===== config.mk =====
export PLATFORM = sky130hd
export DESIGN_NAME = tosd_ram
export DESIGN_NICKNAME = d
export VERILOG_FILES = /design/src/rtl/tosd_ram.sv
export SDC_FILE = /design/constraint.sdc
export NUM_CORES = 2
export LEC_CHECK = 0
export ABC_AREA = 0
export CAP_MARGIN = 20
export CORE_MARGIN = 2
export CORE_UTILIZATION = 59
export DETAILED_ROUTE_END_ITERATION = 8
export DONT_BUFFER_PORTS = 1
export PLACE_DENSITY = 0.75
export SKIP_LAST_GASP = 1
export SLEW_MARGIN = 20
export SYNTH_ARGS = -nofsm -noshare
export SYNTH_HDL_FRONTEND = slang
export SYNTH_SLANG_ARGS = --single-unit

===== constraint.sdc =====
create_clock -name clk -period 2.75 [get_ports clk]
set_input_delay 0 -clock clk [delete_from_list [all_inputs] [get_ports clk]]
set_output_delay 0 -clock clk [all_outputs]
set_load 0.01 [all_outputs]

===== src/rtl/tosd_ram.sv =====
// Generic single-write, single-read RAM with registered read data.
// No dependencies.
module tosd_ram #(
    parameter int WIDTH = 8,
    parameter int DEPTH = 256,
    localparam int AW = $clog2(DEPTH)
) (
    input  logic             clk,
    input  logic             we,
    input  logic [AW-1:0]    waddr,
    input  logic [WIDTH-1:0] wdata,
    input  logic             re,
    input  logic [AW-1:0]    raddr,
    output logic [WIDTH-1:0] rdata
);

    logic [WIDTH-1:0] mem_reg [DEPTH];
    logic [WIDTH-1:0] rdata_reg;

    always_ff @(posedge clk)
    begin
        if (we)
        begin
            mem_reg[waddr] <= wdata;
        end
    end

    // hold read data while re is low
    always_ff @(posedge clk)
    begin
        if (re)
        begin
            rdata_reg <= mem_reg[raddr];
        end
    end

    assign rdata = rdata_reg;

endmodule


# After elaboration in Yosys (flattened, before gate mapping)
# Memories as Yosys holds them, arrays and structs flattened. A register that Yosys moved wholly into a read port is not among the register bits.
# Cells that the tools add are included.
# totals
reg_bits	0
mem_bits_rw	2048
in_bits	27
output_inout_bits	8
elab_cells	3
memories	1
# classes
mux	2
# mem_list
memory	words	width	read_ports	rd_clocked_by_memory_dff	wr	line	source
mem_reg	256	8	1	1	1	17	logic [WIDTH-1:0] mem_reg [DEPTH];
# op_table
cell	count
1-bit two-way mux	2

# Logic depth before layout (Yosys ltp)
# depth
ltp_word	2
depth_mapped	11
ltp_nobuf	6

# Least setup slack after synthesis
# No wires, ideal clock.
# synth_timing
kind	input-to-reg
startpoint	input port raddr[0]
endpoint	register rdata_reg[2] (netlist: rdata[2]), read port of mem_reg, data pin
setup_time_ns	0.269
t_arrival_ns	1.807
required_ns	2.481
path_slack_ns	0.674
stages	9
path_buffers	4
cell_sequence	buf_6 -> buf_12 -> buf_8 -> buf_2 -> mux4_2 -> a22oi_1 -> a21oi_1 -> nor4_1 -> nor4_2
# synth_rtl
item	line	source
start, declared	13	input logic [AW-1:0] raddr,
end, declared	18	logic [WIDTH-1:0] rdata_reg;

==> impl_metrics.json <==
{
  "status": "finished with violations",
  "failed_checks": "hold timing",
  "clk_path_buf_depth": 3,
  "die_h_um": 371,
  "antenna_found_initial": 11,
  "grt_pass1_vias": 40400,
  "syn-cell-area_sq_um": 79600,
  "cp-end-kind": "register",
  "ant_nets": 0,
  "min_path_type": "primary input to register",
  "start_kind": "register",
  "drt-initial-drc-count": 6117,
  "p_leak_nw": 28.4,
  "r2r_slack_ps": 80,
  "worstSkewPairLatency_ps": 820,
  "std_cell_rows": 134,
  "synth.net_count": 3760,
  "rsz0062_at_grt": "false",
  "htree_levels": 4,
  "synth_top_area_share_pct": 77.5,
  "first_pass_iters": 6,
  "worst_pin_slew_ps": 1430,
  "ys.flop_type": "edfxtp_1",
  "cts.sinks": 2056,
  "yosysUniqueCellTypes": 54,
  "final_cell_mix": "edfxtp_1, mux4_2, buf_4",
  "slew_headroom_pct": 4.52,
  "crit_arrival_ps": 3220,
  "fin_crit_sh_pct": 97.2,
  "async_flop_share_pct": 0,
  "synth_seq_cells": 2056,
  "drive_gt1_share_pct": 26.0,
  "skew_ps": 34.5,
  "power_per_cell_area_nw_per_um2": 698,
  "port_buffers": 0,
  "path_clk_slew_ps": 70,
  "ios": 35,
  "cp_max_fo": 1,
  "yosysTopAreaCell": "edfxtp_1",
  "fillCellCount": 8163,
  "vias": 40400,
  "post-cts-setup-buffers": 0,
  "die_w_um": 371,
  "finalHoldViolCount": 1902,
  "core-area_sq_um": 134000,
  "final_common_cell": "edfxtp_1",
  "setup_viol": 0,
  "synth_edf_count": 2056,
  "syn_inst": 3733,
  "fmax_ghz": 0.374,
  "pre_cts_slack_ps": 4.60,
  "die_area_sq_um": 138000,
  "initial_core_util_pct": 59.5,
  "grt_pass1_wl_mm": 280,
  "grt.overflow.total": 0,
  "setup_ws_ps": 76.9,
  "yosys_warnings": 0,
  "gp_congestion": 0.873,
  "cts_root_buf": "clkbuf_16",
  "cts_tree": "done",
  "ys_seq_area_share_pct": 77.5,
  "maxSlewViolCount": 0,
  "largest_register_ffs": 2048,
  "route.detailed.drc": 0,
  "dp_hpwl_mm": 105,
  "grt_usage_pct": 28.4,
  "cts_buffers": 194,
  "whs_ps": -710,
  "synthTopCellsByArea": "edfxtp_1, mux4_2, mux2i_1",
  "synth_area_per_cell_sq_um": 21.3,
  "critPathRequiredTime_ps": 3300,
  "routed_wl_mm": 195,
  "worstSetupPathType": "register to register",
  "ir_worst_vdd_uv": 650,
  "synthToLayoutAreaGrowth_pct": 12.9,
  "cap_violations": 0,
  "postCtsHoldBufs": 29,
  "fin_tns_setup_ps": 0,
  "nets": 4129,
  "wire_per_inst_um": 32.3,
  "grt_max_degree": 579,
  "min_period_ps": 2670,
  "avgViaCountPerCell": 6.70
}
## area by class of cell
class,count,area (sq um),share of cell area [%]
antenna,7,17.5,0.0195
clock inverter,97,836,0.930
inverter,2,7.51,0.00835
tap,1768,2210,2.46
sequential,2056,61700,68.7
multi-input combinational,1442,16500,18.4
clock buffer,253,5200,5.79
timing repair buffer,406,3370,3.75
## per-layer routing
| layer | vias to the layer above | wire length, um | part of all wire [%] | track usage (%) |
|---|---|---|---|---|
| met3 | 452 | 21700 | 11 | 6.81 |
| li1 | 16400 | - | - | - |
| met1 | 21000 | 70700 | 36 | 39.1 |
| met4 | 8 | 8190 | 4.2 | 11.8 |
| met5 | - | 46 | 0.024 | 0 |
| met2 | 2547 | 94300 | 48 | 44.5 |
## final timing paths
check	startpoint	endpoint	cells after the start
min	wdata[5]	mem_reg[70][5]	0
max reg2reg	mem_reg[0][6]	rdata[6]	8
min reg2reg	mem_reg[40][3]	rdata[3]	6
max	mem_reg[0][6]	rdata[6]	8
## per-stage QoR
| stage | util [%] | std cells | power (mW) | instance area, sq um |
|---|---|---|---|---|
| after global placement | 62.2 | 5634 | 37.2 | 83300 |
| after global routing | 67.2 | 6026 | 64.2 | 89900 |
| after detailed placement | 62.2 | 5636 | 37.2 | 83300 |
| after CTS | 67.0 | 6015 | 62.6 | 89600 |
| after floorplan | - | 3733 | 36.9 | 79600 |
| final | 67.2 | 6031 | 62.7 | 89900 |
## cell families (layout without fill, tap and decap cells)
group	Yosys count	count (layout)	synth area share (%)
AOI/OAI and AO/OA	385	385	3.42
buffers and inverters	235	758	1.83
DFF	2056	2056	77.5
muxes	591	591	14.6
other	0	7	0
and+or+nand+nor	466	466	2.63
## Yosys cell counts (3+ instances only)
| cell | instances |
|---|---|
| a21oi_1 | 96 |
| a22oi_1 | 133 |
| o22ai_1 | 28 |
| a22o_1 | 8 |
| and2_1 | 6 |
| buf_4 | 27 |
| buf_12 | 8 |
| nor3_1 | 22 |
| nor4_2 | 3 |
| or2_2 | 4 |
| buf_1 | 22 |
| nand2_1 | 33 |
| buf_2 | 31 |
| o22a_1 | 5 |
| nand3_1 | 34 |
| nand2b_1 | 8 |
| nor2b_1 | 31 |
| buf_8 | 13 |
| o211ai_1 | 10 |
| a221oi_1 | 13 |
| o221ai_1 | 46 |
| o32ai_1 | 4 |
| nor4_1 | 24 |
| buf_6 | 21 |
| a211oi_1 | 16 |
| nor2_1 | 282 |
| edfxtp_1 | 2056 |
| nand4_1 | 10 |
| mux2i_1 | 134 |
| mux4_2 | 454 |
| o21ai_0 | 10 |
| clkbuf_1 | 111 |
## worst max-delay path, stage by stage, from the launching register on
cell and delay, ps:
edfxtp_1 380, mux4_2 450, mux2_2 290, a211oi_2 230
a21oi_1 80, a22oi_1 220, dlygate4sd3_1 590, buf_4 110
nor4_2 30
## repair_timing
item,4_1_cts,5_1_grt
setup endpoints to repair,1,13
hold endpoints to repair,3718,2048
cloned,0,4
gates resized for setup,1,4
## power by group
part	switching, mW	total (mW)	leakage (nW)	internal (mW)
Clock	11.1	25.8	2.96	14.7
Sequential	0.0654	34.6	18.5	34.6
Combinational	1.26	2.32	7.00	1.05
Total	12.4	62.7	28.4	50.3
Power figures use the tool's default switching activity.
