[src/rtl/tosd_pkg.sv]
// Shared types, widths and constants for the tracked object speed/distance core.
// Used by tosd_calc, tracked_object_speed_distance_core and the testbench; depends on nothing.
package tosd_pkg;

    // Field widths
    localparam int ID_W    = 8;
    localparam int FRAME_W = 32;
    localparam int POS_W   = 20;
    localparam int DIST_W  = 20;
    localparam int SPEED_W = 24;
    localparam int TOTAL_W = 32;
    localparam int COUNT_W = 32;
    localparam int RATE_W  = 16;

    // frame_rate carries 8 fraction bits (frames per second times 256)
    localparam int RATE_FRAC_BITS = 8;
    localparam logic [RATE_W-1:0] FRAME_RATE_RESET = 16'd7680;

    localparam int MAX_OBJECTS_DEFAULT = 256;

    // Arithmetic widths
    localparam int MAG_W    = POS_W;              // |a - b| of two positions
    localparam int ROOT_W   = POS_W + 1;          // unsaturated step distance
    localparam int SQ_W     = 2 * MAG_W;          // one squared difference
    localparam int RAD_W    = SQ_W + 1;           // sum of two squares
    localparam int ROOT_TOP = 2 * ((RAD_W - 1) / 2);
    localparam int PROD_W   = (SQ_W > ROOT_W + RATE_W) ? SQ_W : ROOT_W + RATE_W;
    localparam int NUM_W    = ROOT_W + RATE_W - RATE_FRAC_BITS;  // dividend
    localparam int HEAD_W   = NUM_W - SPEED_W;                   // bits above the quotient
    localparam int CNT_W    = $clog2(SPEED_W);

    typedef struct packed {
        logic [ID_W-1:0]           object_id;
        logic [FRAME_W-1:0]        frame_number;
        logic signed [POS_W-1:0]   pos_x;
        logic signed [POS_W-1:0]   pos_y;
    } in_item_t;

    typedef struct packed {
        logic [ID_W-1:0]    result_id;
        logic               first_seen;
        logic [DIST_W-1:0]  step_distance;
        logic [SPEED_W-1:0] speed;
        logic [TOTAL_W-1:0] total_distance;
        logic [COUNT_W-1:0] sightings;
    } out_item_t;

    // One table entry
    typedef struct packed {
        logic                    valid;
        logic signed [POS_W-1:0] last_x;
        logic signed [POS_W-1:0] last_y;
        logic [FRAME_W-1:0]      last_frame;
        logic [TOTAL_W-1:0]      running_distance;
        logic [COUNT_W-1:0]      sighting_count;
    } entry_t;

    // Request to the arithmetic sequencer
    typedef struct packed {
        logic [MAG_W-1:0]   dx_mag;
        logic [MAG_W-1:0]   dy_mag;
        logic [FRAME_W-1:0] delta;
        logic               speed_en;
    } calc_req_t;

    // Result from the arithmetic sequencer
    typedef struct packed {
        logic [ROOT_W-1:0]  step;
        logic [SPEED_W-1:0] speed;
    } calc_res_t;

    typedef enum logic [2:0] {
        T_CLEAR,
        T_IDLE,
        T_READ,
        T_PREP,
        T_CALC,
        T_WRITE
    } top_state_t;

    typedef enum logic [3:0] {
        C_IDLE,
        C_SQX,
        C_SQY,
        C_SUM,
        C_ROOT,
        C_MUL,
        C_SAT,
        C_DIV,
        C_DONE
    } calc_state_t;

endpackage

[src/rtl/tosd_calc.sv]
// Arithmetic sequencer: squares, bit-pair square root, rate multiply, restoring divide.
// One shared subtract/compare unit and one multiplier; depends on tosd_pkg.
module tosd_calc (
    input  logic                          clk,
    input  logic                          rst_n,
    input  logic                          start,
    input  tosd_pkg::calc_req_t           req,
    input  logic [tosd_pkg::RATE_W-1:0]   rate,
    output logic                          done,
    output tosd_pkg::calc_res_t           res
);

    localparam int RAD_W   = tosd_pkg::RAD_W;
    localparam int ROOT_W  = tosd_pkg::ROOT_W;
    localparam int MAG_W   = tosd_pkg::MAG_W;
    localparam int PROD_W  = tosd_pkg::PROD_W;
    localparam int SPEED_W = tosd_pkg::SPEED_W;
    localparam int NUM_W   = tosd_pkg::NUM_W;
    localparam int HEAD_W  = tosd_pkg::HEAD_W;
    localparam int CNT_W   = tosd_pkg::CNT_W;
    localparam int FRAME_W = tosd_pkg::FRAME_W;

    tosd_pkg::calc_state_t state_reg, state_next;

    logic [PROD_W-1:0]  prod_reg,  prod_next;
    logic [RAD_W-1:0]   rem_reg,   rem_next;
    logic [RAD_W-1:0]   root_reg,  root_next;
    logic [RAD_W-1:0]   bit_reg,   bit_next;
    logic [SPEED_W-1:0] num_reg,   num_next;
    logic [CNT_W-1:0]   cnt_reg,   cnt_next;
    logic [ROOT_W-1:0]  step_reg,  step_next;
    logic [SPEED_W-1:0] speed_reg, speed_next;

    // shared subtract/compare unit
    logic [RAD_W-1:0] alu_a, alu_b;
    logic [RAD_W:0]   alu_diff;
    logic             alu_ge;

    // shared multiplier
    logic [ROOT_W-1:0]       mul_a;
    logic [MAG_W-1:0]        mul_b;
    logic [ROOT_W+MAG_W-1:0] mul_p;

    logic [NUM_W-1:0] num_full;

    assign alu_diff = {1'b0, alu_a} - {1'b0, alu_b};
    assign alu_ge   = !alu_diff[RAD_W];
    assign mul_p    = mul_a * mul_b;
    assign num_full = prod_reg[tosd_pkg::RATE_FRAC_BITS +: NUM_W];

    always_ff @(posedge clk or negedge rst_n)
    begin
        if (!rst_n)
        begin
            state_reg <= tosd_pkg::C_IDLE;
        end
        else
        begin
            state_reg <= state_next;
        end
    end

    always_ff @(posedge clk)
    begin
        prod_reg  <= prod_next;
        rem_reg   <= rem_next;
        root_reg  <= root_next;
        bit_reg   <= bit_next;
        num_reg   <= num_next;
        cnt_reg   <= cnt_next;
        step_reg  <= step_next;
        speed_reg <= speed_next;
    end

    always_comb
    begin
        state_next = state_reg;
        prod_next  = prod_reg;
        rem_next   = rem_reg;
        root_next  = root_reg;
        bit_next   = bit_reg;
        num_next   = num_reg;
        cnt_next   = cnt_reg;
        step_next  = step_reg;
        speed_next = speed_reg;
        alu_a      = rem_reg;
        alu_b      = root_reg | bit_reg;
        mul_a      = ROOT_W'(req.dx_mag);
        mul_b      = req.dx_mag;

        unique case (state_reg)
            tosd_pkg::C_IDLE:
            begin
                if (start)
                begin
                    state_next = tosd_pkg::C_SQX;
                end
            end
            tosd_pkg::C_SQX:
            begin
                prod_next  = PROD_W'(mul_p);
                state_next = tosd_pkg::C_SQY;
            end
            tosd_pkg::C_SQY:
            begin
                mul_a      = ROOT_W'(req.dy_mag);
                mul_b      = req.dy_mag;
                rem_next   = RAD_W'(prod_reg);
                prod_next  = PROD_W'(mul_p);
                state_next = tosd_pkg::C_SUM;
            end
            tosd_pkg::C_SUM:
            begin
                rem_next   = rem_reg + RAD_W'(prod_reg);
                root_next  = '0;
                bit_next   = RAD_W'(1) << tosd_pkg::ROOT_TOP;
                state_next = tosd_pkg::C_ROOT;
            end
            tosd_pkg::C_ROOT:
            begin
                // root never has bits at or below bit, so OR is the add
                if (alu_ge)
                begin
                    rem_next  = alu_diff[RAD_W-1:0];
                    root_next = (root_reg >> 1) | bit_reg;
                end
                else
                begin
                    root_next = root_reg >> 1;
                end
                bit_next = bit_reg >> 2;
                if (bit_reg[0])
                begin
                    step_next = root_next[ROOT_W-1:0];
                    if (req.speed_en)
                    begin
                        state_next = tosd_pkg::C_MUL;
                    end
                    else
                    begin
                        speed_next = '0;
                        state_next = tosd_pkg::C_DONE;
                    end
                end
            end
            tosd_pkg::C_MUL:
            begin
                mul_a      = step_reg;
                mul_b      = MAG_W'(rate);
                prod_next  = PROD_W'(mul_p);
                state_next = tosd_pkg::C_SAT;
            end
            tosd_pkg::C_SAT:
            begin
                // quotient overflows the speed field exactly when head >= delta
                alu_a = RAD_W'(num_full[NUM_W-1 -: HEAD_W]);
                alu_b = RAD_W'(req.delta);
                if (alu_ge)
                begin
                    speed_next = '1;
                    state_next = tosd_pkg::C_DONE;
                end
                else
                begin
                    rem_next   = alu_a;
                    num_next   = num_full[SPEED_W-1:0];
                    root_next  = '0;
                    cnt_next   = CNT_W'(SPEED_W - 1);
                    state_next = tosd_pkg::C_DIV;
                end
            end
            tosd_pkg::C_DIV:
            begin
                alu_a     = RAD_W'({rem_reg[FRAME_W-1:0], num_reg[SPEED_W-1]});
                alu_b     = RAD_W'(req.delta);
                rem_next  = alu_ge ? alu_diff[RAD_W-1:0] : alu_a;
                root_next = {root_reg[RAD_W-2:0], alu_ge};
                num_next  = num_reg << 1;
                if (cnt_reg == '0)
                begin
                    speed_next = root_next[SPEED_W-1:0];
                    state_next = tosd_pkg::C_DONE;
                end
                else
                begin
                    cnt_next = cnt_reg - CNT_W'(1);
                end
            end
            tosd_pkg::C_DONE:
            begin
                state_next = tosd_pkg::C_IDLE;
            end
            default:
            begin
                state_next = tosd_pkg::C_IDLE;
            end
        endcase
    end

    assign done      = (state_reg == tosd_pkg::C_DONE);
    assign res.step  = step_reg;
    assign res.speed = speed_reg;

endmodule

[config.mk]
export PLATFORM = sky130hd
export DESIGN_NAME = tosd_calc
export DESIGN_NICKNAME = d
export VERILOG_FILES = /design/src/rtl/tosd_pkg.sv /design/src/rtl/tosd_calc.sv
export SDC_FILE = /design/constraint.sdc
export NUM_CORES = 2
export LEC_CHECK = 0
export BUFFER_PORTS_ARGS = -buffer_cell sky130_fd_sc_hd__clkbuf_2
export CAP_MARGIN = 20
export CELL_PAD_IN_SITES_DETAIL_PLACEMENT = 2
export CELL_PAD_IN_SITES_GLOBAL_PLACEMENT = 2
export CORE_ASPECT_RATIO = 0.8
export CORE_UTILIZATION = 37
export DETAILED_ROUTE_END_ITERATION = 6
export PLACE_DENSITY = 0.83
export SYNTH_ARGS = -nofsm -noshare
export SYNTH_HDL_FRONTEND = slang
export SYNTH_SLANG_ARGS = --single-unit
[constraint.sdc]
create_clock -name clk -period 9.1 [get_ports clk]
set_clock_uncertainty 0.1 [all_clocks]
set_input_delay 0.455 -clock clk [delete_from_list [all_inputs] [get_ports clk]]
set_output_delay 0.455 -clock clk [all_outputs]
set_load 0.05 [all_outputs]
After elaboration in Yosys (flattened, before gate mapping)
Cells that the tools add are included.
Word-level totals
  output and inout port bits: 46
  logic and storage cells: 76
  input port bits: 92
  flip-flop bits (word level): 241
Cells by class
  reductions and logical operators: 17
  bitwise gates (word level): 2
  muxes and demuxes: 28
  equal/unequal tests: 16
  add/subtract/negate cells: 3
  multiply operators: 1
Operators with widths (number)
  41-bit two-way mux: 6
  41-bit case mux with 5 select lines: 1
  41-bit case mux with 2 select lines: 2
  41-bit case mux with 4 select lines: 1
  24-bit two-way mux: 5
  24-bit case mux with 3 select lines: 1
  24-bit case mux with 2 select lines: 1
  21-bit case mux with 2 select lines: 1
  41-bit by 41-bit subtractor with 42-bit output: 1
  41-bit by 40-bit adder with 41-bit output: 1
  40-bit by 41-bit OR with 41-bit output: 1
  41-bit OR: 1
  21-bit by 20-bit multiplier with 40-bit output: 1
  20-bit case mux with 2 select lines: 1
  4-bit case mux with 8 select lines: 1
  4-bit two-way mux: 5
  4-bit by 3-bit == test with 1-bit output, second input constant: 4
  2-bit != test, second input constant: 8
  5-bit two-way mux: 2
  5-bit case mux with 2 select lines: 1
  3-bit AND reduction: 3
  4-bit by 2-bit == test with 1-bit output, second input constant: 2
  2-bit AND reduction: 3
  5-bit logical NOT: 1
  12 further kinds: 13

Logic depth before layout (Yosys ltp)
  depth in word-level cells: 7
  gate-level depth with buffers: 37
  depth with buffers taken out: 32

Least setup slack after synthesis
No wires, ideal clock.
  path type: register -> register
  start: register state_reg[1]
  end: register prod_reg[39] (data pin)
  arrival time: 8.352 ns
  data required time: 8.740 ns
  cell stages (with the launch flop): 33
  setup time: 0.260 ns
  path slack: 0.388 ns
  buffers on the path: 3
  clock period less this slack: 8.712 ns
  cells stage by stage: dfrtp_1 > clkbuf_1 > nand2b_1 > nor2_1 > nor2_1 > clkbuf_1 > buf_1 > a22oi_1 > inv_1 > a21oi_1 > nor2_1 > fa_1 > fa_1 > inv_1 > fa_1 > inv_1 > fa_1 > fa_1 > fa_1 > inv_1 > fa_1 > inv_1 > ha_1 > a21oi_1 > o21ai_0 > a211o_1 > a211o_1 > a311oi_2 > o21ai_1 > a311oi_1 > o21bai_1 > a21oi_1 > xnor2_1
On the way
  cells in the longest elaborated chain, start to end: 3
  elaborated cells between the ends (all ways): 5
  those cells by class: mul: 1; eq/ne: 2; mux: 2
RTL lines
  start: declaration: RTL line tosd_calc.sv:23  | tosd_pkg::calc_state_t state_reg, state_next;
  start signal: assignment: RTL line tosd_calc.sv:55  | state_reg <= tosd_pkg::C_IDLE;
  start signal: assignment: RTL line tosd_calc.sv:59  | state_reg <= state_next;
  4-bit by 3-bit == test with 1-bit output / 4-bit by 2-bit == test with 1-bit output (equally long branches): RTL line tosd_calc.sv:91  | unique case (state_reg)
  21-bit case mux with 2 select lines / 20-bit case mux with 2 select lines (equally long branches): RTL line tosd_calc.sv:91
  21-bit by 20-bit multiplier with 40-bit output (*): RTL line tosd_calc.sv:48  | assign mul_p = mul_a * mul_b;
  net mul_p[39]: RTL line tosd_calc.sv:42  | logic [ROOT_W+MAG_W-1:0] mul_p;
  end signal: assignment: RTL line tosd_calc.sv:65  | prod_reg <= prod_next;
  end: declaration: RTL line tosd_calc.sv:25  | logic [PROD_W-1:0] prod_reg, prod_next;
The timed path passes the listed nets; every way through them passes the cells marked *.
A chain may end at the register's enable or synchronous reset.

Final worst setup path
  start: register state_reg[2]
  end: register prod_reg[38] (data pin)
Same word-level chain as after synthesis.

==> impl_metrics.json <==
{
  "outcome": "complete, no violations",
  "layout_common_cells": "nand2_1 (454), inv_1 (423), fa_1 (339)",
  "rows": 90,
  "synth_top_area_share_pct": 23.9,
  "die_height_um": 250,
  "area_delta_synth_final_pct": 11.6,
  "clk_latency_ns": 0.58,
  "syn_avg_cell_area_um2": 9.03,
  "dr_total_vias": 25300,
  "cts.sinks": 221,
  "rr_worst_depth": 33,
  "root_buffer": "clkbuf_16",
  "antenna_left": 0,
  "final-setup-viol-count": 0,
  "numPortBuffers": 137,
  "path_clk_slew_ns": 0.07,
  "firstDrtPassIters": 6,
  "r2r-end": "prod_reg[38]$_DFFE_PP_",
  "yosys-top-cells-area": "fa_1 (24%), edfxtp_1 (23%), ha_1 (10%)",
  "final.period_utilization_pct": 96.6,
  "synth-seq-area-share_pct": 23.3,
  "relSlewSlack_pct": 15.4,
  "rrSetupSlack_ns": 0.31,
  "r2r_start": "state_reg[2]$_DFFE_PN0P_",
  "start_kind": "flip-flop",
  "ys.warnings.count": 0,
  "post-place-ws_ns": 0.139,
  "synth.largest_area_cell": "fa_1",
  "maxCapViolations": 0,
  "dpl.hpwl_um": 99600,
  "viasPerCell": 5.86,
  "ys.flop_type": "edfxtp_1",
  "drive_above_1_share_pct": 10.9,
  "routed_wl_um": 122000,
  "post_drt_wl_per_cell_um": 28.2,
  "drv_slew": 0,
  "initial_core_util_pct": 37.5,
  "grt_max_degree": 70,
  "crit_path_top_delay_cell": "fa_1",
  "io_pins": 138,
  "arrival_ns": 9.07,
  "synth-seq-cells": 221,
  "layout.nets": 3937,
  "grtUsageTotal_pct": 30.9,
  "syn_area_um2": 28400,
  "worstSetupEndpointType": "flip-flop",
  "cp.required_ns": 9.38,
  "critical_path.max_fanout": 34,
  "fmax_mhz": 114,
  "cts_tree": "built",
  "drt-initial-drc-count": 2106,
  "whs_ns": 0.263,
  "cts.htree.levels": 1,
  "cpPeakStageDelay_ns": 0.53,
  "ys_types": 81,
  "cts_made_buffers": 25,
  "final_common_cell": "nand2_1",
  "post-route-min-period_ns": 8.79,
  "wl_met2_um": 54900,
  "async_flop_share_pct": 1.81,
  "met1_length_um": 54500,
  "drc_errors": 0,
  "grt_pass1_wl_um": 182000,
  "synthCells": 3146,
  "core_um2": 75700,
  "crit_type": "flip-flop to flip-flop",
  "die_area_um2": 77900,
  "hold_path.class": "input port to async pin",
  "setup_total_negative_slack_ns": 0,
  "wl_met3_um": 8640,
  "cpMostUsedCell": "fa_1",
  "max_slew.worst_pin.slew_ns": 1.25,
  "fillers": 8384,
  "synth_edf_count": 217,
  "grt_pass1_vias": 27900,
  "clockBufferDepth": 3,
  "overflow": 0,
  "hold_viol": 0,
  "layout_setup_ws_ns": 0.312,
  "die_w_um": 312,
  "top_layer": "met5",
  "antenna_found_initial": 5,
  "place.gp.congestion": 0.984
}
-- stage by stage --
| stage | instance area (µm²) | utilization [%] | std cells |
|---|---|---|---|
| finish | 31700 | 41.9 | 4308 |
| global route | 31700 | 41.9 | 4307 |
| CTS | 31600 | 41.7 | 4305 |
| detailed placement | 30800 | 40.6 | 4260 |
| global placement | 30800 | 40.6 | 4260 |
| floorplan | 28400 | - | 3147 |
-- worst max-delay path by stage --
stage / start / end / slack [ns]
final: state_reg[2]$_DFFE_PN0P_ / prod_reg[38]$_DFFE_PP_ / 0.31
after global routing: state_reg[2]$_DFFE_PN0P_ / prod_reg[38]$_DFFE_PP_ / -0.07
after CTS: state_reg[3]$_DFFE_PN0P_ / prod_reg[39]$_DFFE_PP_ / 0.06
after detailed placement: state_reg[3]$_DFFE_PN0P_ / prod_reg[38]$_DFFE_PP_ / 0.14
after global placement: state_reg[0]$_DFFE_PN0P_ / prod_reg[39]$_DFFE_PP_ / 0.45
after floorplan: state_reg[1]$_DFFE_PN0P_ / prod_reg[39]$_DFFE_PP_ / 0.39
-- cells by family after synthesis --
kind of cell	share of synthesized area, %
compound gates	15.2
fa+ha+maj	33.9
flops	23.3
other cells	0.0264
xor+xnor	3.21
mux	1.78
buf+inv	7.65
simple gates	15.0
-- cell usage after synthesis, types with 4 or more instances --
library cell / instances
o211ai_1: 13
a221oi_1: 9
xor2_1: 36
a221o_1: 6
and4_1: 7
o21ai_1: 9
nand4_1: 18
o21a_1: 43
edfxtp_1: 217
a22oi_1: 41
a21o_1: 70
o221ai_1: 5
or3_1: 22
o21ai_0: 129
buf_2: 7
fa_1: 339
a41oi_1: 4
a22o_1: 38
a21boi_0: 5
o22ai_1: 5
o31a_1: 5
nor2b_1: 10
buf_1: 9
and3_1: 7
o21bai_1: 15
nand3_1: 45
clkbuf_1: 129
nor3_1: 24
a222oi_1: 18
a211oi_1: 13
inv_1: 423
a211o_1: 8
o2111ai_1: 4
xnor2_1: 68
and2_1: 64
dfrtp_1: 4
nand2_1: 460
mux2i_1: 45
ha_1: 228
nor2_1: 295
or2_2: 7
a21oi_1: 150
o31ai_1: 11
a31oi_1: 17
nand2b_1: 14
-- cell type report --
cell class	instances	area, µm²	area share, %
clock buffers	29	641	2.02
flip-flops and latches	221	6620	20.9
repair buffers	252	1630	5.14
well taps	1012	1270	3.99
clock inverters	15	159	0.501
multi-input cells	2354	19800	62.4
inverters	424	1590	5.02
diodes	1	2.50	0.00789
-- repair_timing --
item / in CTS / in global routing
buffers inserted: 0 / 0
endpoints found under the hold margin: 4 / 0
hold buffers: 1 / 0
gates resized for setup: 0 / 32
setup endpoints to repair: 0 / 4
-- layer usage --
metal	global-route usage (%)	vias to the layer above
li1	-	10800
met1	44.0	13300
met2	48.7	911
met3	4.97	213
met4	8.15	4
met5	0	-
-- critical path: cells and delay by family (launching register included) --
kind                     cells  cell delay [ns]
buffers and inverters       10             1.13
XOR/XNOR                     1             0.28
AND/OR/NAND/NOR              7             1.26
adder cells (fa/ha/maj)      8             3.84
flip-flops                   1             0.38
AO/OA/AOI/OAI                7             1.57
Power is not shown: default switching activity piles up to over one toggle a cycle in this logic, so the estimate is an artifact.
